===== src/design/frbt_pkg.sv =====
`timescale 1ns / 1ps

package frbt_pkg;

  localparam int QueueDepth = 8;
  localparam int FrameBytes = 64;

  localparam int SlotW = (QueueDepth > 1) ? $clog2(QueueDepth) : 1;
  localparam int LenW  = $clog2(FrameBytes + 1);
  localparam int PosW  = (FrameBytes > 1) ? $clog2(FrameBytes) : 1;
  localparam int StoreDepth = QueueDepth * FrameBytes;
  localparam int AddrW = (StoreDepth > 1) ? $clog2(StoreDepth) : 1;

  typedef enum logic [1:0] {
    FUNC_APPEND  = 2'd0,
    FUNC_KICK    = 2'd1,
    FUNC_TX_DONE = 2'd2
  } func_e;

  typedef enum logic [1:0] {
    STATUS_OK   = 2'd0,
    STATUS_FULL = 2'd1,
    STATUS_LONG = 2'd2
  } status_e;

  // Frame store access for one request
  typedef struct packed {
    logic             we;
    logic [AddrW-1:0] waddr;
    logic [7:0]       wdata;
    logic             re;
    logic [AddrW-1:0] raddr;
  } ram_req_t;

  // Result fields known at accept time; the byte follows from the store
  typedef struct packed {
    logic    tx_valid;
    status_e status;
    logic    busy;
  } meta_t;

endpackage


===== src/design/frbt_ctrl.sv =====
`timescale 1ns / 1ps

module frbt_ctrl (
  input  logic                clk_i,
  input  logic                rst_ni,
  input  logic                step_i,
  input  logic [1:0]          func_i,
  input  logic [7:0]          data_byte_i,
  input  logic                last_byte_i,
  output frbt_pkg::ram_req_t  ram_req_o,
  output frbt_pkg::meta_t     meta_o
);

  logic [frbt_pkg::LenW-1:0]  len_q [frbt_pkg::QueueDepth];
  logic [frbt_pkg::LenW-1:0]  len_d [frbt_pkg::QueueDepth];
  logic [frbt_pkg::SlotW-1:0] head_q, head_d, tail_q, tail_d;
  logic [frbt_pkg::LenW-1:0]  pos_q, pos_d, count_q, count_d;
  logic                       sending_q, sending_d, ovf_q, ovf_d;

  logic [frbt_pkg::SlotW-1:0] next_tail, next_head, rd_slot;
  logic [frbt_pkg::PosW-1:0]  rd_pos;
  logic [frbt_pkg::LenW-1:0]  head_len;

  function automatic logic [frbt_pkg::SlotW-1:0] next_slot(
    input logic [frbt_pkg::SlotW-1:0] s
  );
    if (s == frbt_pkg::SlotW'(frbt_pkg::QueueDepth - 1)) begin
      return '0;
    end
    return s + 1'b1;
  endfunction

  assign next_tail = next_slot(tail_q);
  assign next_head = next_slot(head_q);
  assign head_len  = len_q[head_q];

  always_comb begin
    len_d     = len_q;
    head_d    = head_q;
    tail_d    = tail_q;
    pos_d     = pos_q;
    count_d   = count_q;
    sending_d = sending_q;
    ovf_d     = ovf_q;
    rd_slot   = head_q;
    rd_pos    = pos_q[frbt_pkg::PosW-1:0];
    ram_req_o.we    = 1'b0;
    ram_req_o.waddr = frbt_pkg::AddrW'(tail_q * frbt_pkg::FrameBytes)
                    + frbt_pkg::AddrW'(count_q[frbt_pkg::PosW-1:0]);
    ram_req_o.wdata = data_byte_i;
    ram_req_o.re    = 1'b0;
    meta_o.tx_valid = 1'b0;
    meta_o.status   = frbt_pkg::STATUS_OK;

    case (func_i)
      frbt_pkg::FUNC_APPEND: begin
        if (count_q < frbt_pkg::LenW'(frbt_pkg::FrameBytes)) begin
          ram_req_o.we = 1'b1;
          count_d      = count_q + 1'b1;
        end else begin
          ovf_d = 1'b1;
        end
        if (last_byte_i) begin
          if (next_tail == head_q) begin
            meta_o.status = frbt_pkg::STATUS_FULL;
          end else if (ovf_d) begin
            meta_o.status = frbt_pkg::STATUS_LONG;
          end else begin
            len_d[tail_q]    = count_d;
            len_d[next_tail] = '0;
            tail_d           = next_tail;
          end
          count_d = '0;
          ovf_d   = 1'b0;
        end
      end
      frbt_pkg::FUNC_KICK: begin
        if (head_q != tail_q && !sending_q && pos_q < head_len) begin
          ram_req_o.re    = 1'b1;
          meta_o.tx_valid = 1'b1;
          pos_d           = pos_q + 1'b1;
          sending_d       = 1'b1;
        end
      end
      frbt_pkg::FUNC_TX_DONE: begin
        if (sending_q) begin
          if (pos_q < head_len) begin
            ram_req_o.re    = 1'b1;
            meta_o.tx_valid = 1'b1;
            pos_d           = pos_q + 1'b1;
          end else begin
            // pop the finished frame, then start the next one if any
            len_d[head_q] = '0;
            head_d        = next_head;
            pos_d         = '0;
            if (next_head != tail_q) begin
              rd_slot         = next_head;
              rd_pos          = '0;
              ram_req_o.re    = 1'b1;
              meta_o.tx_valid = 1'b1;
              pos_d           = frbt_pkg::LenW'(1);
            end else begin
              sending_d = 1'b0;
            end
          end
        end
      end
      default: begin
      end
    endcase

    ram_req_o.raddr = frbt_pkg::AddrW'(rd_slot * frbt_pkg::FrameBytes)
                    + frbt_pkg::AddrW'(rd_pos);
    ram_req_o.we = ram_req_o.we & step_i;
    ram_req_o.re = ram_req_o.re & step_i;
    meta_o.busy  = sending_d;
  end

  always_ff @(posedge clk_i or negedge rst_ni) begin
    if (!rst_ni) begin
      for (int i = 0; i < frbt_pkg::QueueDepth; i++) begin
        len_q[i] <= '0;
      end
      head_q    <= '0;
      tail_q    <= '0;
      pos_q     <= '0;
      count_q   <= '0;
      sending_q <= 1'b0;
      ovf_q     <= 1'b0;
    end else if (step_i) begin
      len_q     <= len_d;
      head_q    <= head_d;
      tail_q    <= tail_d;
      pos_q     <= pos_d;
      count_q   <= count_d;
      sending_q <= sending_d;
      ovf_q     <= ovf_d;
    end
  end

endmodule


===== config.mk =====
export PLATFORM = sky130hd
export DESIGN_NAME = frbt_ctrl
export DESIGN_NICKNAME = d
export VERILOG_FILES = /design/src/design/frbt_pkg.sv /design/src/design/frbt_ctrl.sv
export SDC_FILE = /design/constraint.sdc
export NUM_CORES = 1
export LEC_CHECK = 0
export BUFFER_PORTS_ARGS = -buffer_cell sky130_fd_sc_hd__buf_2
export CAP_MARGIN = 5
export CORE_ASPECT_RATIO = 1.25
export CORE_MARGIN = 8
export CORE_UTILIZATION = 65
export DETAILED_ROUTE_END_ITERATION = 7
export PLACE_DENSITY = 0.86
export SETUP_SLACK_MARGIN = 0.4
export SYNTH_ARGS = -nofsm -noshare
export SYNTH_HDL_FRONTEND = slang
export SYNTH_SLANG_ARGS = --single-unit

===== constraint.sdc =====
create_clock -name clk_i -period 6.9 [get_ports clk_i]
set_clock_uncertainty 0.15 [all_clocks]
set_input_delay 1.38 -clock clk_i [delete_from_list [all_inputs] [get_ports clk_i]]
set_output_delay 1.38 -clock clk_i [all_outputs]
set_load 0.01 [all_outputs]

== Yosys cells after proc, flatten, opt, wreduce, memory -nomap -nowiden ==
Cells that the tools add are included.
Word-level totals
  register bits: 78
  input port bits: 14
  output and inout bits: 32
  word-level logic and storage cells: 121
Operators by class
  add/subtract/negate cells: 6
  order comparisons: 8
  eq/ne operators: 13
  multiplexer cells: 54
  bitwise logic cells: 12
  reduce and logical (&&, ||, !) cells: 14
Operators with widths (count)
  2-to-1 mux 56 bit: 5
  bitwise AND 56 bit: 2
  NOT 56 bit: 2
  case mux 56 bit (2 select lines): 1
  2-to-1 mux 7 bit: 11
  demux 7 bit (select 3 bit): 3
  bitwise mux 56 bit: 1
  2-to-1 mux 3 bit: 8
  2-to-1 mux 6 bit: 4
  binary-select mux 7 bit (select 3 bit): 1
  adder 9 x 6 -> 9 bit: 2
  adder 7 x 1 -> 7 bit (second input constant): 2
  case mux 7 bit (2 select lines): 1
  2-to-1 mux 1 bit: 13
  greater-or-equal comparator 4 bit (second input constant): 3
  < comparator 4 x 1 -> 1 bit (second input constant): 3
  != test 2 bit (second input constant): 6
  NOT 3 -> 4 bit: 3
  2-to-1 mux 2 bit: 4
  AND reduction 4 bit: 2
  < comparator 7 bit: 1
  < comparator 7 bit (second input constant): 1
  AND reduction 7 bit: 1
  adder 3 x 1 -> 3 bit (second input constant): 2
  14 further kinds: 25

== Logic depth before layout (Yosys ltp) ==
  depth after elaboration: 14
  gate-level depth with buffers: 16
  gate-level depth less buffers: 11

== Worst setup path before layout ==
Ideal clock, no wire load.
  path kind: flip-flop to output port
  from: register head_q[2] in the netlist's numbering
  to: output ram_req_o[6] in the netlist's numbering
  arrival time: 3133 ps
  data required time: 5370 ps
  path slack: 2237 ps
  cell stages (with the launch flop): 15
  path through: dfrtp_1 -> buf_2 -> buf_2 -> clkbuf_1 -> mux2i_1 -> nor2_1 -> a21oi_1 -> a21oi_1 -> a21oi_1 -> ha_1 -> a21oi_1 -> o21ai_4 -> nor2_2 -> nor3_4 -> mux2_1
RTL lines
  start, declared: line frbt_ctrl.sv:16  | logic [frbt_pkg::SlotW-1:0] head_q, head_d, tail_q, tail_d;
  start signal, assigned: line frbt_ctrl.sv:124  | head_q <= '0;
  start signal, assigned: line frbt_ctrl.sv:132  | head_q <= head_d;
  end, declared: line frbt_ctrl.sv:10  | output frbt_pkg::ram_req_t ram_req_o,

==> impl_metrics.csv <==
group,metric,value,unit
run_status,status,"finished clean",
floorplanning,rows,36,
yosys,synth_top_family_by_area,"compound AO/OA/AOI/OAI gates",
route,drt_iter0_drc,435,
clocking,cts_tree,"yes",
yosys,yosys_register_bits,78,
yosys,netlist_area,5130,µm²
placement,place_congestion,1.01,
setup_path,critPathMaxFanout,21,
final_layout,drive_gt1_share,15.3,%
setup_path,crit_top_cell,"a21oi_1",
clocking,clkTransAtPathRegs,0.08,ns
clocking,cts.sinks,78,
sta,setup_violations,0,
setup_path,cp_cell_sequence,"inv_1 -> nor2_1 -> a221oi_1 -> a21oi_1 -> a21oi_1 -> ha_1 -> a21oi_1 -> o21ai_4 -> nor3_4 -> nor3_4 -> mux2_1 -> buf_2",
setup_path,cp-start-kind,"flip-flop",
sta,max_slew_margin,23.6,%
global_routing,globalRouteOverflowTotal,0,
placement,dp.final_hpwl,9710,µm
yosys,yosys.area_share.adder,3.66,%
sta,hold_viol,0,
floorplanning,core,7750,µm²
sta,timing.final.crit_share,84.9,%
setup_path,slowest_delay,0.95,ns
job,max_cap_violations,0,
yosys,yosysTopAreaCell,"dfrtp_1",
final_layout,utilization,69.0,%
pwr,switching_share,45.0,%
yosys,synth_common_cells,"dfrtp_1, nand2_1, a21oi_1",
pwr,p_leak,2.24,nW
global_routing,grt_max_degree,79,
setup_path,ff2ff_path_depth,11,
route,vias_per_cell,6.78,
route,wl_per_cell,20.9,µm
yosys,synth-edff-count,0,
final_layout,regArea,1950,µm²
pwr,power_density,363,nW/µm²
yosys,seq_area_frac_synth,38.0,%
placement,portBuffers,29,
setup_path,end_kind,"primary output",
route,drc,0,
floorplanning,die_area,11000,µm²
sta,drv_slew,0,
sta,fin_crit,5.86,ns
yosys,yosys.area_share.simple,16.8,%
hold_path,whs_path_depth,2,
pwr,power_frac_seq,34.0,%
yosys,synth_xor_area_share,2.56,%
route,vias,4412,
yosys,synth_most_common_cell,"dfrtp_1",
yosys,yosysWarnings,0,
yosys,synth_compound_area_share,24.8,%
floorplanning,boundaryPins,46,
setup_path,critPathRequiredTime,5.37,ns
global_routing,grt_pass1_vias,4256,
final_layout,diodes,0,
pwr,p_comb_share,47.2,%
yosys,synthTopCellsByArea,"dfrtp_1, a21oi_1, nand2_1",
clocking,cts_made_buffers,9,
floorplanning,start_util,66.2,%
setup_path,arrival,4.33,ns
final_layout,area_growth_syn_to_layout,4.22,%
clocking,ctsHtreeMaxLevel,3,
route,dr.pass1.iters,5,
sta,fin_setup_tns,0,ns
clocking,post_cts_buffers,0,
final_layout,num-nets-final,580,
pwr,pwr-share-clk,18.7,%
route,drt-total-wl,13600,µm
setup_path,cp.buffers_inverters,2,
setup_path,cp_top_family,"simple AND/OR/NAND/NOR gates",
setup_path,cp_slowest_cell,"dfrtp_1",
yosys,synth_top_area_share,38.0,%
floorplanning,die_y,115,µm
sta,worst_pin_slew,1.14,ns
clocking,clock_latency,0.37,ns
hold_path,hold_path.class,"flip-flop to flip-flop",
clocking,cts_resized,0,
pwr,switching_power,0.873,mW
setup_path,path_class,"flip-flop to primary output",
yosys,synthFlopType,"dfrtp_1",
yosys,synthArstFlopShare,100,%
clocking,cts_hold_buf,0,
sta,hold_slack,0.396,ns
yosys,syn_inst,554,
pwr,peakVddDrop,0.000271,V
floorplanning,die_w,95.5,µm
setup_path,cp.depth,12,
final_layout,fillCellCount,611,
yosys,synth_cell_types,69,
clocking,cts_buffer_depth,2,
global_routing,antenna_found_initial,0,
clocking,cts-root-buf,"clkbuf_8",
yosys,syn_avg_cell_area,9.26,µm²
route,ant_nets,0,
pwr,intPower,1.07,mW
sta,grt_setup_unrepaired,"false",
final_layout,multiInputGateArea,2800,µm²
global_routing,grt_use_total,26.1,%
global_routing,grt_pass1_wl,22300,µm
yosys,synthesis.nets,583,
sta,fmax,171,MHz
yosys,synth_mux_area_share,6.85,%
power groups by stage:
stage               Sequential [mW]  Clock (mW)  Combinational (mW)
finish                        0.660       0.364               0.916
global route                  0.674       0.384                1.00
CTS                           0.656       0.368               0.910
detailed placement            0.664           0               0.902
global placement              0.659           0               0.881
floorplan                     0.602           0               0.770
layout make-up:
class / instances / area share, %
multi-input cells: 405 / 52.4
flip-flops and latches: 78 / 36.5
repair buffers: 32 / 3.18
clock buffers: 12 / 2.90
well taps: 95 / 2.22
inverters: 25 / 1.75
clock inverters: 4 / 1.01
registers in the layout, summed over array words and instances (netlist names):
name,cells
sending_q,1
pos_q,7
ovf_q,1
count_q,7
tail_q,3
head_q,3
len_q,56
logic make-up (layout without fill, tap and decap cells):
logic type,after synthesis,count (layout)
compound gates,184,184
simple gates,164,164
flops,78,78
buf+inv,71,73
mux,27,27
fa+ha+maj,15,15
xor+xnor,15,15
worst paths after layout:
check                      slack (ns)      endpoint  startpoint
max reg2reg                      2.71     len_q[46]   head_q[2]
min in group asynchronous        0.99     tail_q[0]      rst_ni
min reg2reg                      0.40     len_q[52]   len_q[52]
max                              1.04  ram_req_o[7]   head_q[2]
max in group asynchronous        4.94     head_q[0]      rst_ni
min                              0.40     len_q[52]   len_q[52]
routing by layer:
layer,vias to the layer above,GRT usage (%),share of wire [%]
met5,-,0,0
met4,0,14.8,3.8
met3,36,3.40,6.2
met2,190,42.5,49
met1,2156,32.4,41
li1,2030,-,-
stage by stage:
| step | cell area [µm²] | power (mW) | setup slack (ns) | instances |
|---|---|---|---|---|
| 2_1_floorplan | 5130 | 1.37 | 2.24 | 554 |
| 3_3_place_gp | 5140 | 1.54 | 1.60 | 635 |
| 3_5_place_dp | 5140 | 1.57 | 1.44 | 635 |
| 4_1_cts | 5350 | 1.93 | 1.03 | 651 |
| 5_1_grt | 5350 | 2.06 | 0.752 | 651 |
| 6_report | 5350 | 1.94 | 1.04 | 651 |
placed cells by master (no fill, tap or decap), types with 3 or more instances in the layout:
| cell type | synthesis | routed |
|---|---|---|
| nor3_1 | 3 | 3 |
| xor2_1 | 8 | 8 |
| mux4_2 | 5 | 5 |
| ha_1 | 15 | 15 |
| nand3_1 | 12 | 12 |
| and2_1 | 9 | 9 |
| o31ai_4 | 3 | 3 |
| o21ai_0 | 18 | 18 |
| a221oi_1 | 4 | 4 |
| mux2_2 | 9 | 9 |
| clkbuf_8 | 0 | 11 |
| nand4_1 | 5 | 5 |
| nor2b_1 | 13 | 13 |
| inv_1 | 24 | 24 |
| a22o_1 | 5 | 5 |
| xnor2_1 | 7 | 7 |
| dfrtp_1 | 78 | 78 |
| nor2_1 | 30 | 30 |
| buf_2 | 11 | 28 |
| mux2i_1 | 7 | 7 |
| o22ai_1 | 29 | 29 |
| a21oi_1 | 54 | 54 |
| buf_4 | 15 | 4 |
| a311oi_1 | 4 | 4 |
| o2bb2ai_1 | 6 | 6 |
| nand2b_1 | 3 | 3 |
| a31oi_1 | 32 | 32 |
| nor3_4 | 3 | 3 |
| nand2_1 | 64 | 64 |
| or3_1 | 4 | 4 |
| mux2_1 | 6 | 6 |
worst min-delay path, delay by kind of cell (launching register included):
| kind | cells | cell delay (ns) |
|---|---|---|
| flops | 1 | 0.38 |
| buf+inv | 1 | 0.05 |
| compound gates | 1 | 0.07 |
Note: power is estimated with default switching activity, not from simulation.
